`src/hdl/esel_pkg.sv`:
```
`default_nettype none

package esel_pkg;

  // Field widths
  localparam int unsigned RpmW      = 12;
  localparam int unsigned TicksW    = 20;
  localparam int unsigned SinceStepW = 16;
  localparam int unsigned CfgIdxW   = 2;
  localparam int unsigned CfgDataW  = 20;
  localparam int unsigned InDataW   = 8;
  localparam int unsigned OutDataW  = 16;

  // Default debounce counter width
  localparam int unsigned DebounceCountWidth = 20;

  // Reset values
  localparam logic [RpmW-1:0]   RpmMinReset   = 12'd1;
  localparam logic [RpmW-1:0]   RpmMaxReset   = 12'd1500;
  localparam logic [TicksW-1:0] DebounceReset = 20'd20000;
  localparam logic [RpmW-1:0]   SetpointReset = 12'd100;

  // Configuration register indexes
  typedef enum logic [CfgIdxW-1:0] {
    CFG_RPM_MIN   = 2'd0,
    CFG_RPM_MAX   = 2'd1,
    CFG_DEBOUNCE  = 2'd2,
    CFG_UNUSED    = 2'd3
  } cfg_idx_e;

  // Quadrature step direction
  typedef enum logic [1:0] {
    STEP_NONE = 2'd0,
    STEP_UP   = 2'd1,
    STEP_DN   = 2'd2,
    STEP_BAD  = 2'd3
  } step_e;

  // Indexed by {previous AB, current AB}
  localparam step_e QuadTable [16] = '{
    STEP_NONE, STEP_UP,   STEP_DN,   STEP_NONE,
    STEP_DN,   STEP_NONE, STEP_NONE, STEP_UP,
    STEP_UP,   STEP_NONE, STEP_NONE, STEP_DN,
    STEP_NONE, STEP_DN,   STEP_UP,   STEP_NONE
  };

  // Step interval thresholds in ticks
  localparam logic [SinceStepW-1:0] Thr25 = 16'd5000;
  localparam logic [SinceStepW-1:0] Thr10 = 16'd12000;
  localparam logic [SinceStepW-1:0] Thr5  = 16'd25000;
  localparam logic [SinceStepW-1:0] Thr2  = 16'd60000;

  // Setpoint change for a given interval between steps
  function automatic logic [4:0] step_size(input logic [SinceStepW-1:0] interval);
    logic [4:0] size;
    if (interval < Thr25) size = 5'd25;
    else if (interval < Thr10) size = 5'd10;
    else if (interval < Thr5) size = 5'd5;
    else if (interval < Thr2) size = 5'd2;
    else size = 5'd1;
    return size;
  endfunction

  // Button status handed from the debouncer
  typedef struct packed {
    logic phase_q;      // running before this sample
    logic running;      // running after this sample
    logic start_pulse;  // running begins with this sample
  } btn_status_t;

endpackage

`default_nettype wire

```
`src/hdl/encoder_setpoint_selector.sv`:
```
// Encoder setpoint selector.
// Input stream: one request per microsecond sample, tdata carries enc_a (bit 0),
// enc_b (bit 1) and button_level (bit 2). Output stream: one result per
// request with rpm_setpoint (bits 11:0), running (bit 12), start_pulse (bit 13).
// Configuration: cfg_we_i writes register cfg_idx_i (0 rpm_min, 1 rpm_max,
// 2 debounce_ticks) at the clock edge; write only while the block is idle.
// Path: a request waits in the input register, then moves on to the result
// register once the result register is free or its result is being taken.
// Throughput: one request per cycle while the output side takes results; the state
// update for a sample is one pass of decode, add and clamp logic.
// Reset: both registers empty, setpoint 100, selecting phase, limits and
// debounce time at their defaults.
// Stall: while the result register holds a result that is not taken, the
// input register still fills once; s_axis_tready then drops until the
// output side moves again. Nothing is lost or repeated.
`default_nettype none

module encoder_setpoint_selector #(
  parameter int unsigned DEBOUNCE_COUNT_WIDTH = esel_pkg::DebounceCountWidth
) (
  input  wire logic                          clk_i,
  input  wire logic                          rst_ni,
  input  wire logic                          s_axis_tvalid,
  output logic                               s_axis_tready,
  input  wire logic [esel_pkg::InDataW-1:0]  s_axis_tdata,  // enc_a, enc_b, button_level
  output logic                               m_axis_tvalid,
  input  wire logic                          m_axis_tready,
  output logic      [esel_pkg::OutDataW-1:0] m_axis_tdata,  // rpm_setpoint, running,
                                                            // start_pulse
  input  wire logic                          cfg_we_i,
  input  wire logic [esel_pkg::CfgIdxW-1:0]  cfg_idx_i,
  input  wire logic [esel_pkg::CfgDataW-1:0] cfg_data_i
);
  import esel_pkg::*;

  logic [RpmW-1:0]   rpm_min_q, rpm_max_q;
  logic [TicksW-1:0] debounce_q;

  logic              in_valid_q;
  logic [2:0]        in_data_q;
  logic              out_valid_q;
  logic [OutDataW-1:0] out_data_q;

  logic              advance;
  logic              update;
  logic [RpmW-1:0]   setpoint;
  btn_status_t       btn_status;

  // Configuration registers
  always_ff @(posedge clk_i or negedge rst_ni) begin
    if (!rst_ni) begin
      rpm_min_q  <= RpmMinReset;
      rpm_max_q  <= RpmMaxReset;
      debounce_q <= DebounceReset;
    end else if (cfg_we_i) begin
      unique case (cfg_idx_e'(cfg_idx_i))
        CFG_RPM_MIN:  rpm_min_q  <= cfg_data_i[RpmW-1:0];
        CFG_RPM_MAX:  rpm_max_q  <= cfg_data_i[RpmW-1:0];
        CFG_DEBOUNCE: debounce_q <= cfg_data_i[TicksW-1:0];
        default: ;
      endcase
    end
  end

  // Advance the pipeline when the result register is free or being taken
  assign advance       = !out_valid_q || m_axis_tready;
  assign update        = in_valid_q && advance;
  assign s_axis_tready = !in_valid_q || advance;

  // Input register
  always_ff @(posedge clk_i or negedge rst_ni) begin
    if (!rst_ni) begin
      in_valid_q <= 1'b0;
    end else if (s_axis_tready) begin
      in_valid_q <= s_axis_tvalid;
    end
  end

  always_ff @(posedge clk_i) begin
    if (s_axis_tready && s_axis_tvalid) begin
      in_data_q <= s_axis_tdata[2:0];
    end
  end

  esel_setpoint u_setpoint (
    .clk_i      (clk_i),
    .rst_ni     (rst_ni),
    .update_i   (update),
    .enc_a_i    (in_data_q[0]),
    .enc_b_i    (in_data_q[1]),
    .frozen_i   (btn_status.phase_q),
    .rpm_min_i  (rpm_min_q),
    .rpm_max_i  (rpm_max_q),
    .setpoint_o (setpoint)
  );

  esel_button #(
    .CountW (DEBOUNCE_COUNT_WIDTH)
  ) u_button (
    .clk_i            (clk_i),
    .rst_ni           (rst_ni),
    .update_i         (update),
    .level_i          (in_data_q[2]),
    .debounce_ticks_i (debounce_q),
    .status_o         (btn_status)
  );

  // Result register
  always_ff @(posedge clk_i or negedge rst_ni) begin
    if (!rst_ni) begin
      out_valid_q <= 1'b0;
    end else if (advance) begin
      out_valid_q <= in_valid_q;
    end
  end

  always_ff @(posedge clk_i) begin
    if (update) begin
      out_data_q <= {2'b00, btn_status.start_pulse, btn_status.running, setpoint};
    end
  end

  assign m_axis_tvalid = out_valid_q;
  assign m_axis_tdata  = out_data_q;

endmodule

`default_nettype wire

```
`src/hdl/esel_setpoint.sv`:
```
`default_nettype none

module esel_setpoint (
  input  wire logic                        clk_i,
  input  wire logic                        rst_ni,
  input  wire logic                        update_i,
  input  wire logic                        enc_a_i,
  input  wire logic                        enc_b_i,
  input  wire logic                        frozen_i,
  input  wire logic [esel_pkg::RpmW-1:0]   rpm_min_i,
  input  wire logic [esel_pkg::RpmW-1:0]   rpm_max_i,
  output logic      [esel_pkg::RpmW-1:0]   setpoint_o
);
  import esel_pkg::*;

  logic [1:0]            prev_ab_q, prev_ab_d;
  logic [RpmW-1:0]       setpoint_q, setpoint_d;
  logic [SinceStepW-1:0] since_step_q, since_step_d;

  logic [1:0]            ab;
  step_e                 step;
  logic [SinceStepW-1:0] interval;
  logic [4:0]            size;
  logic signed [RpmW+1:0] sum;

  // Decode the step and adjust the setpoint
  always_comb begin
    ab        = {enc_a_i, enc_b_i};
    step      = QuadTable[{prev_ab_q, ab}];
    interval  = (since_step_q == '1) ? since_step_q : since_step_q + 1'b1;
    size      = step_size(interval);
    prev_ab_d = ab;
    since_step_d = interval;
    setpoint_d   = setpoint_q;
    sum          = '0;
    if (step == STEP_UP || step == STEP_DN) begin
      since_step_d = '0;
      if (!frozen_i) begin
        if (step == STEP_UP) begin
          sum = $signed({2'b00, setpoint_q}) + $signed({{(RpmW-3){1'b0}}, size});
        end else begin
          sum = $signed({2'b00, setpoint_q}) - $signed({{(RpmW-3){1'b0}}, size});
        end
        // Lower limit first, then upper limit
        if (sum < $signed({2'b00, rpm_min_i})) sum = $signed({2'b00, rpm_min_i});
        if (sum > $signed({2'b00, rpm_max_i})) sum = $signed({2'b00, rpm_max_i});
        setpoint_d = sum[RpmW-1:0];
      end
    end
  end

  // Hold state between samples
  always_ff @(posedge clk_i or negedge rst_ni) begin
    if (!rst_ni) begin
      prev_ab_q    <= 2'b11;
      setpoint_q   <= SetpointReset;
      since_step_q <= '1;
    end else if (update_i) begin
      prev_ab_q    <= prev_ab_d;
      setpoint_q   <= setpoint_d;
      since_step_q <= since_step_d;
    end
  end

  assign setpoint_o = setpoint_d;

endmodule

`default_nettype wire

```
`src/hdl/esel_button.sv`:
```
`default_nettype none

module esel_button #(
  parameter int unsigned CountW = esel_pkg::DebounceCountWidth
) (
  input  wire logic                          clk_i,
  input  wire logic                          rst_ni,
  input  wire logic                          update_i,
  input  wire logic                          level_i,
  input  wire logic [esel_pkg::TicksW-1:0]   debounce_ticks_i,
  output esel_pkg::btn_status_t              status_o
);
  import esel_pkg::*;

  localparam int unsigned CmpW = (CountW > TicksW) ? CountW : TicksW;

  logic              raw_q, raw_d;
  logic              stable_q, stable_d;
  logic [CountW-1:0] count_q, count_d;
  logic              phase_q, phase_d;
  logic              pulse;

  // Debounce the button and catch the press
  always_comb begin
    raw_d    = raw_q;
    stable_d = stable_q;
    count_d  = count_q;
    phase_d  = phase_q;
    pulse    = 1'b0;
    if (!phase_q) begin
      if (level_i != raw_q) begin
        raw_d   = level_i;
        count_d = '0;
      end else if (count_q != '1) begin
        count_d = count_q + 1'b1;
      end
      if (CmpW'(count_d) >= CmpW'(debounce_ticks_i) && level_i != stable_q) begin
        stable_d = level_i;
        if (stable_q && !level_i) begin
          phase_d = 1'b1;
          pulse   = 1'b1;
        end
      end
    end
  end

  always_ff @(posedge clk_i or negedge rst_ni) begin
    if (!rst_ni) begin
      raw_q    <= 1'b1;
      stable_q <= 1'b1;
      count_q  <= '1;
      phase_q  <= 1'b0;
    end else if (update_i) begin
      raw_q    <= raw_d;
      stable_q <= stable_d;
      count_q  <= count_d;
      phase_q  <= phase_d;
    end
  end

  assign status_o = '{phase_q: phase_q, running: phase_d, start_pulse: pulse};

endmodule

`default_nettype wire
```
`config.mk`:
```
export PLATFORM = sky130hd
export DESIGN_NAME = encoder_setpoint_selector
export DESIGN_NICKNAME = d
export VERILOG_FILES = /design/src/hdl/esel_pkg.sv /design/src/hdl/encoder_setpoint_selector.sv /design/src/hdl/esel_setpoint.sv /design/src/hdl/esel_button.sv
export SDC_FILE = /design/constraint.sdc
export NUM_CORES = 1
export LEC_CHECK = 0
export BUFFER_PORTS_ARGS = -buffer_cell sky130_fd_sc_hd__clkbuf_2
export CAP_MARGIN = 5
export CORE_ASPECT_RATIO = 0.9
export CORE_UTILIZATION = 35
export DETAILED_ROUTE_END_ITERATION = 16
export MAX_ROUTING_LAYER = met4
export PLACE_DENSITY = 0.53
export SLEW_MARGIN = 15
export SYNTH_ARGS = -nofsm -noshare
export SYNTH_HDL_FRONTEND = slang
export SYNTH_SLANG_ARGS = --single-unit
```
`constraint.sdc`:
```
create_clock -name clk_i -period 20.9 [get_ports clk_i]
set_clock_uncertainty 0.1 [all_clocks]
set_input_delay 4.18 -clock clk_i [delete_from_list [all_inputs] [get_ports clk_i]]
set_output_delay 4.18 -clock clk_i [all_outputs]
set_load 0.005 [all_outputs]
```
Word-level counts from Yosys, hierarchy flattened
Memory sizes are Yosys's and may differ from the RTL's.
Cells that the tools add are included.
Storage, ports and cells
  register bits: 116
  memory bits (read-only): 32
  bits of input ports: 35
  output and inout bits: 18
  word-level logic and storage cells: 78
  memories kept: 1
Memories
  (no name shown): depth 16, width 2, rd ports 1, clocked after Yosys merged registers in 0, wr ports 0, line esel_setpoint.sv:29  | step = QuadTable[{prev_ab_q, ab}];
Operators by class
  $add $sub $neg: 4
  magnitude comparators: 8
  equality and inequality tests: 8
  mux-type cells: 23
  bitwise operators: 2
  reduce and logical (&&, ||, !) cells: 17
Operator list (number)
  $mux 14: 6
  $mux 20: 3
  $mux 12: 3
  $mux 16: 2
  $add 20x1->20 const B: 1
  $ge 20x20->1: 1
  $ne 20x20->1 const B: 1
  $add 16x1->16 const B: 1
  $eq 16x16->1 const B: 1
  $lt 16x13->1 const B: 1
  $lt 16x14->1 const B: 1
  $lt 16x15->1 const B: 1
  $lt 16x16->1 const B: 1
  $mux 5: 3
  $gt 14x13->1: 1
  $lt 14x13->1: 1
  $add 12x5->13: 1
  $sub 12x5->13: 1
  $reduce_and 2->1: 4
  $mux 2: 3
  $reduce_and 3->1: 2
  $ge 5x5->1 const B: 1
  $not 4->5: 1
  $eq 2x1->1 const B: 2
  8 further kinds: 19

Logic depth before layout (Yosys ltp)
Gate-level depths: netlist of run 1.
  depth in word-level cells: 19
  depth in mapped cells: 38
  mapped depth without buffers: 35

Modules after synthesis
A second synthesis of run 1 with hierarchy kept.
Unflattened totals
  cells, all modules: 894
  area total of the unflattened synthesis: 8405.6 um^2
By module, submodules not included
  esel_setpoint: instances 1, cells an instance 495, area an instance 3903.7 um^2, sequential area each 777.0 um^2
  encoder_setpoint_selector: instances 1, cells an instance 123, area an instance 2283.4 um^2, sequential area each 1677.9 um^2
  esel_button: instances 1, cells an instance 276, area an instance 2218.4 um^2, sequential area each 603.1 um^2

Worst setup path before layout of run 1
No wires, ideal clock.
  path type: input to output
  start point: input m_axis_tready
  end point: output s_axis_tready
  arrival time: 4.354 ns
  data required time: 16.620 ns
  setup slack: 12.266 ns
  cell stages on the path: 1
  path buffers: 0
  cell sequence: nand3b_1
Between the ends
  cells in the longest elaborated chain, start to end: 2
RTL lines
  start: declaration: line encoder_setpoint_selector.sv:27  | input wire logic m_axis_tready,
  $logic_or 1x1->1: line encoder_setpoint_selector.sv:66  | assign advance = !out_valid_q || m_axis_tready;
  $logic_or 1x1->1: line encoder_setpoint_selector.sv:68  | assign s_axis_tready = !in_valid_q || advance;
  end: declaration: line encoder_setpoint_selector.sv:24  | output logic s_axis_tready,
No other way between the ends.

Worst setup path in the final report of run 1
  start point: register u_setpoint.since_step_q[5]
  end point: register out_data_q[0] (netlist: m_axis_tdata[0]) (data pin)
Between the ends
  cells in the longest elaborated chain, start to end: 19
  elaborated cells on any way between the ends: 24
  classes of those cells: add/sub: 3; order compare: 6; eq/ne: 1; mux: 14
RTL lines
  start: declaration: line esel_setpoint.sv:18  | logic [SinceStepW-1:0] since_step_q, since_step_d;
  start signal: assignment: line esel_setpoint.sv:61  | since_step_q <= since_step_d;
  $add 16x1->16 or $eq 16x16->1 (tied branches): line esel_setpoint.sv:30  | interval = (since_step_q == '1) ? since_step_q : since_step_q + 1'b1;
  $mux 16 *: line esel_setpoint.sv:30
  $lt 16x16->1: line esel_pkg.sv:59  | else if (interval < Thr2) size = 5'd2;
  $mux 2: line esel_pkg.sv:59
  $mux 5: line esel_pkg.sv:58  | else if (interval < Thr5) size = 5'd5;
  $mux 5: line esel_pkg.sv:57  | else if (interval < Thr10) size = 5'd10;
  $mux 5 *: line esel_pkg.sv:56  | if (interval < Thr25) size = 5'd25;
  $sub 12x5->13 or $add 12x5->13 (tied branches): line esel_setpoint.sv:42, esel_setpoint.sv:40
  (+4 left out)
  $mux 14 *: line esel_setpoint.sv:45  | if (sum < $signed({2'b00, rpm_min_i})) sum = $signed({2'b00, rpm_min_i});
  $mux 14 *: line esel_setpoint.sv:38  | if (!frozen_i) begin
  $mux 14 *: line esel_setpoint.sv:36  | if (step == STEP_UP || step == STEP_DN) begin
  $gt 14x13->1: line esel_setpoint.sv:46  | if (sum > $signed({2'b00, rpm_max_i})) sum = $signed({2'b00, rpm_max_i});
  $mux 12 *: line esel_setpoint.sv:46
  $mux 12 *: line esel_setpoint.sv:38
  $mux 12 *: line esel_setpoint.sv:36
  net setpoint[0]: line encoder_setpoint_selector.sv:46  | logic [RpmW-1:0] setpoint;
  end signal: assignment: line encoder_setpoint_selector.sv:119  | out_data_q <= {2'b00, btn_status.start_pulse, btn_status.running, setpoint};
  end: declaration: line encoder_setpoint_selector.sv:42  | logic [OutDataW-1:0] out_data_q;
Mark *: on every way through the listed nets, which the timed path passes. The rest lies on a longest branch. The select of a mux whose other input is x is not followed.
A chain may end at the register's enable or synchronous reset.

==> reports/results.ini, run 1 <==
[final_layout]
diodes=0
stdcell_area_um2=8900
area_growth_pct=13.5
final_cell_mix=nand2_1, o21ai_0, ha_1
final_common_cell=nand2_1
finalNetCount=982
final_cells=1190
drive_gt1_frac=0.221
fin_util=0.408

[synthesis]
syn_avg_cell_area_um2=9.21
seq_area_frac_synth=0.390
syn-cell-area_um2=7840
yosysWarningCount=0
syn_inst=852
synth_cell_types=66
ys.flop_type=dfstp_2
ys_ff_latch=116
synth-edff-count=17
async_flop_share=0.853

[cts]
cts_resized=0
cts_tree=done
clk_pin_slew_ns=0.06
ctsHoldBuffers=0
clock-sinks=116
clockBufferDepth=2
cts_root_buf=clkbuf_16
clock_latency_ns=0.43
htree_levels=4
cts_buffers=17
postCtsSetupRepairBufs=0

[worst_setup_path]
reg2reg_to=m_axis_tdata[0]$_DFFE_PP_
cp-startpoint=u_setpoint.since_step_q[5]$_DFFE_PN1P_
critPathKind=reg2reg
path_buf_inv=1
crit_path_start_kind=flip-flop
reg2reg_setup_slack_ns=11.93
max_stage_delay_ns=0.73
regToRegStartpoint=u_setpoint.since_step_q[5]$_DFFE_PN1P_
slowest_stage=a21oi_2
setup.worst_path.end_class=flip-flop
rr_worst_depth=31
crit_arrival_ns=9.12
crit_required_ns=21.06
crit_family=compound AO/OA/AOI/OAI gates
crit_fanout=20
path_common_cell=o21ai_0

[sta]
maxSlewViolCount=0
grt_setup_unrepaired=no
fin_crit_sh=0.429
fin_crit_ns=8.97
maxSlewHeadroom=0.318
setup_violations=0
clock.fmax_ghz=0.112
hold_viol_final=0
setup_slack_ns=11.93
worst_pin_slew_ns=1.02
fin_hold_ws_ns=0.363
tns_ns=0

[worst_hold_path]
hold_depth=2
worstHoldStart=u_setpoint.prev_ab_q[1]$_DFFE_PN1P_
hp-class=reg2reg
hold_end=u_setpoint.prev_ab_q[1]$_DFFE_PN1P_

[placed_design]
numPortBuffers=45
gp_congestion=0.850
placed_cell_area_um2=8300
place_inst=1158
dpl.hpwl_um=13100
pre_cts_slack_ns=12.01

[drt]
drt-initial-drc-count=311
drtPass1Iterations=5
drc=0
drt.antenna.violating_nets=0
wl_per_cell_um=15.2
wl_um=18100
vias=6087
via_per_inst=5.12

[outcome]
status=finished clean

[grt]
grt_max_degree=77
grt_util_all_layers=0.172
grt_pass1_vias=5814
grt-ovfl-total=0
grt_pass1_wl_um=30100
antenna_found_initial=0

[run]
timing.max_cap.violations=0

[power]
leakage_nw=3.81
power_per_cell_area_nw_per_um2=133
peakVddDrop_mv=0.0819
total_power_mw=1.18

[floorplanning]
die_x_um=160
fp.coreArea_um2=21800
start_util=0.359
die_area_um2=23000
rows=51
die_h_um=144
num_io_pins=53

## worst max-delay path by stage
stage          slack (ns)  cells after the start                        end
3_5_place_dp        12.01                     32  m_axis_tdata[6]$_DFFE_PP_
3_3_place_gp        12.02                     31  m_axis_tdata[7]$_DFFE_PP_
6_report            11.93                     31  m_axis_tdata[0]$_DFFE_PP_
4_1_cts             11.95                     31  m_axis_tdata[0]$_DFFE_PP_
2_1_floorplan       12.27                      1              s_axis_tready
5_1_grt             11.20                     32  m_axis_tdata[0]$_DFFE_PP_
## synthesized netlist by cell type (9+ instances only)
cell type  instances  area (um^2)
nand2_1          121          454
o21ai_0           61          305
ha_1              59          738
inv_1             58          218
dfstp_2           56         1470
nor2_1            48          180
mux2_2            46          518
dfrtp_1           43         1080
a21oi_1           30          150
clkbuf_1          25         93.8
o21ai_1           20          100
mux2i_1           18          180
nand3_1           18         90.1
edfxtp_1          17          510
xnor2_1           17          149
nand4_1           15         93.8
o31ai_1           15          113
nand2b_1          14         87.6
nor3_1            13         65.1
a21o_1            12         90.1
xor2_1            11         96.3
and2_1             9         56.3
o211ai_1           9         67.6
## power by group
group / switching, mW / total (mW) / internal, mW
Sequential: 0.0393 / 0.333 / 0.294
Clock: 0.107 / 0.294 / 0.187
Combinational: 0.317 / 0.557 / 0.240
## worst register-to-register path: cells and delay by family, from the launching register on
| family | cells | cell delay [ns] |
|---|---|---|
| flops | 1 | 0.64 |
| xor+xnor | 1 | 0.25 |
| fa+ha+maj | 5 | 1.79 |
| simple gates | 4 | 1.18 |
| buf+inv | 1 | 0.05 |
| mux | 2 | 0.87 |
| compound gates | 18 | 3.91 |
## state kept, by name, summed over array words and instances, names as in the netlist
signal / cells
in_data_q: 3
rpm_max_q: 12
u_button.stable_q: 1
u_button.count_q: 20
m_axis_tvalid: 1
u_setpoint.prev_ab_q: 2
u_button.raw_q: 1
in_valid_q: 1
rpm_min_q: 12
m_axis_tdata: 14
debounce_q: 20
u_button.phase_q: 1
u_setpoint.since_step_q: 16
u_setpoint.setpoint_q: 12
## cell type report
cell class,instances,area (um^2)
inverter,58,218
timing repair buffer,50,265
tap,291,364
clock buffer,25,528
fill,2218,12900
clock inverter,7,70.1
multi-input combinational,643,4400
sequential,116,3060
## routing by layer
layer	routed length (um)	part of all wire	track usage	vias to the layer above
met5	0	0	-	-
met4	155	0.0086	0.0536	0
met3	621	0.034	0.0353	11
met2	7930	0.44	0.257	114
met1	9390	0.52	0.233	2867
li1	-	-	-	3095
## logic make-up after synthesis
family	after synthesis	synth area share
flip-flops	116	0.390
XOR/XNOR	28	0.0313
other	1	0.000478
AND/OR/NAND/NOR	289	0.181
buffers and inverters	94	0.0515
AO/OA/AOI/OAI	199	0.158
adder cells (fa/ha/maj)	61	0.0992
multiplexers	64	0.0890
(Power assumes the default switching activity.)
==> run 2, diff against run 1 <==
PLACE_DENSITY = 0.55   (was 0.53)
clock period = 7.79 ns   (was 20.9 ns; I/O delays follow)
==> run 2 against run 1 <==
  * Combinational power grew to 4.1 times the previous value
  * Non-clock buffer count is 100 higher
  * Largest power group unchanged
  * Critical path type unchanged
  * Critical endpoint unchanged
  * Final area grew 13%
  * Routed wire length grew 6.3%
  * Sequential share of layout area down 3.8 points
  * Final cell count increased by 8.4%
  * Via count rose by 7.2%
  * Worst hold slack better by 0.0027 ns
==> reports/results.ini, run 2 (synthesis results as in run 1) <==
[drt]
drt.antenna.violating_nets=0
drt-initial-drc-count=344
drtPass1Iterations=5
via_per_inst=5.06
wl_per_cell_um=14.9
vias=6525
drc=0
wl_um=19200

[worst_setup_path]
crit_required_ns=7.97
path_buf_inv=4
crit_path_start_kind=flip-flop
path_common_cell=ha_1
critPathKind=reg2reg
max_stage_delay_ns=0.61
slowest_stage=or4_4
crit_arrival_ns=7.76
reg2reg_setup_slack_ns=0.21
crit_fanout=12
crit_family=compound AO/OA/AOI/OAI gates
setup.worst_path.end_class=flip-flop

[final_layout]
diodes=0
fin_util=0.459
final_cell_mix=nand2_1, buf_4, inv_1
finalNetCount=1082
final_common_cell=nand2_1
area_growth_pct=27.7
final_cells=1290
drive_gt1_frac=0.345
top_regs=debounce_q x20, u_button.count_q x20, u_setpoint.since_step_q x16

[placed_design]
dpl.hpwl_um=13800
numPortBuffers=45
place_inst=1248
gp_congestion=0.896

[run]
timing.max_cap.violations=0

[power]
peakVddDrop_mv=0.371
leakage_nw=4.37
power_per_cell_area_nw_per_um2=402
total_power_mw=4.03

[cts]
cts_buffers=17
clk_pin_slew_ns=0.06
cts_tree=done
clock_latency_ns=0.43
cts_root_buf=clkbuf_16
htree_levels=4
clockBufferDepth=2
clock-sinks=116
ctsHoldBuffers=0

[floorplanning]
rows=51
die_h_um=144
num_io_pins=53
die_area_um2=23000
fp.coreArea_um2=21800
start_util=0.359
die_x_um=160

[grt]
grt_pass1_vias=6220
grt_max_degree=63
antenna_found_initial=0
grt_pass1_wl_um=31800
grt_util_all_layers=0.181
grt-ovfl-total=0

[sta]
setup_violations=0
maxSlewViolCount=0
fin_crit_sh=0.973
grt_setup_unrepaired=yes
worst_pin_slew_ns=0.901
hold_viol_final=0
fin_crit_ns=7.58
fin_hold_ws_ns=0.366
maxSlewHeadroom=0.397
clock.fmax_ghz=0.132

[outcome]
status=finished clean

[worst_hold_path]
hp-class=reg2reg

==> run 2: path summary, 6_finish.rpt <==
kind | start | cells past startpoint | to
worst min register to register | u_setpoint.prev_ab_q[0]$_DFFE_PN1P_ | 2 | u_setpoint.prev_ab_q[0]$_DFFE_PN1P_
min in group asynchronous | rst_ni | 1 | u_setpoint.setpoint_q[7]$_DFFE_PN0P_
worst max register to register | u_setpoint.since_step_q[0]$_DFFE_PN1P_ | 35 | m_axis_tdata[0]$_DFFE_PP_
worst max-delay path | u_setpoint.since_step_q[0]$_DFFE_PN1P_ | 35 | m_axis_tdata[0]$_DFFE_PP_
worst min-delay path | u_setpoint.prev_ab_q[0]$_DFFE_PN1P_ | 2 | u_setpoint.prev_ab_q[0]$_DFFE_PN1P_
max in group asynchronous | rst_ni | 2 | rpm_max_q[5]$_DFFE_PN0P_
==> run 2: power breakdown <==
group | internal (mW) | total [mW] | switching, mW
logic | 1.20 | 2.29 | 1.09
registers | 0.789 | 0.900 | 0.111
clock network | 0.524 | 0.838 | 0.314
==> run 2: area by class of cell <==
cell class | count | area (um^2)
tap | 291 | 364
inverter | 58 | 218
sequential | 116 | 3060
clock buffer | 18 | 450
clock inverter | 14 | 174
timing repair buffer | 150 | 1050
multi-input combinational | 643 | 4710
fill | 2119 | 11800
==> run 2: layer usage <==
metal / up-vias / global-route usage / share of wire
met5: - / - / 0
li1: 3298 / - / -
met3: 18 / 0.0347 / 0.035
met2: 109 / 0.278 / 0.45
met1: 3100 / 0.242 / 0.50
met4: 0 / 0.0551 / 0.010
==> run 2: metrics by stage <==
stage | instance area (um^2) | setup slack [ns] | TNS [ns]
2_1_floorplan | 7850 | 0.381 | 0
3_3_place_gp | 8990 | -0.523 | -11.40
3_5_place_dp | 8990 | -0.578 | -12.25
4_1_cts | 9750 | 0.0302 | 0
5_1_grt | 10000 | -0.151 | -2.38
6_report | 10000 | 0.208 | 0
==> run 2: worst min-delay path, cell delays in order (launching register included) <==
cell and delay (ns):
dfstp_2 0.37, nand2_1 0.05, nand2_1 0.05
==> run 2: repair_timing <==
| action | CTS | global route |
|---|---|---|
| endpoints found under the setup margin | 24 | 24 |
| setup buffers | 3 | 7 |
| gates cloned | 0 | 0 |
| resized for setup | 29 | 48 |
| pin swaps | 6 | 17 |
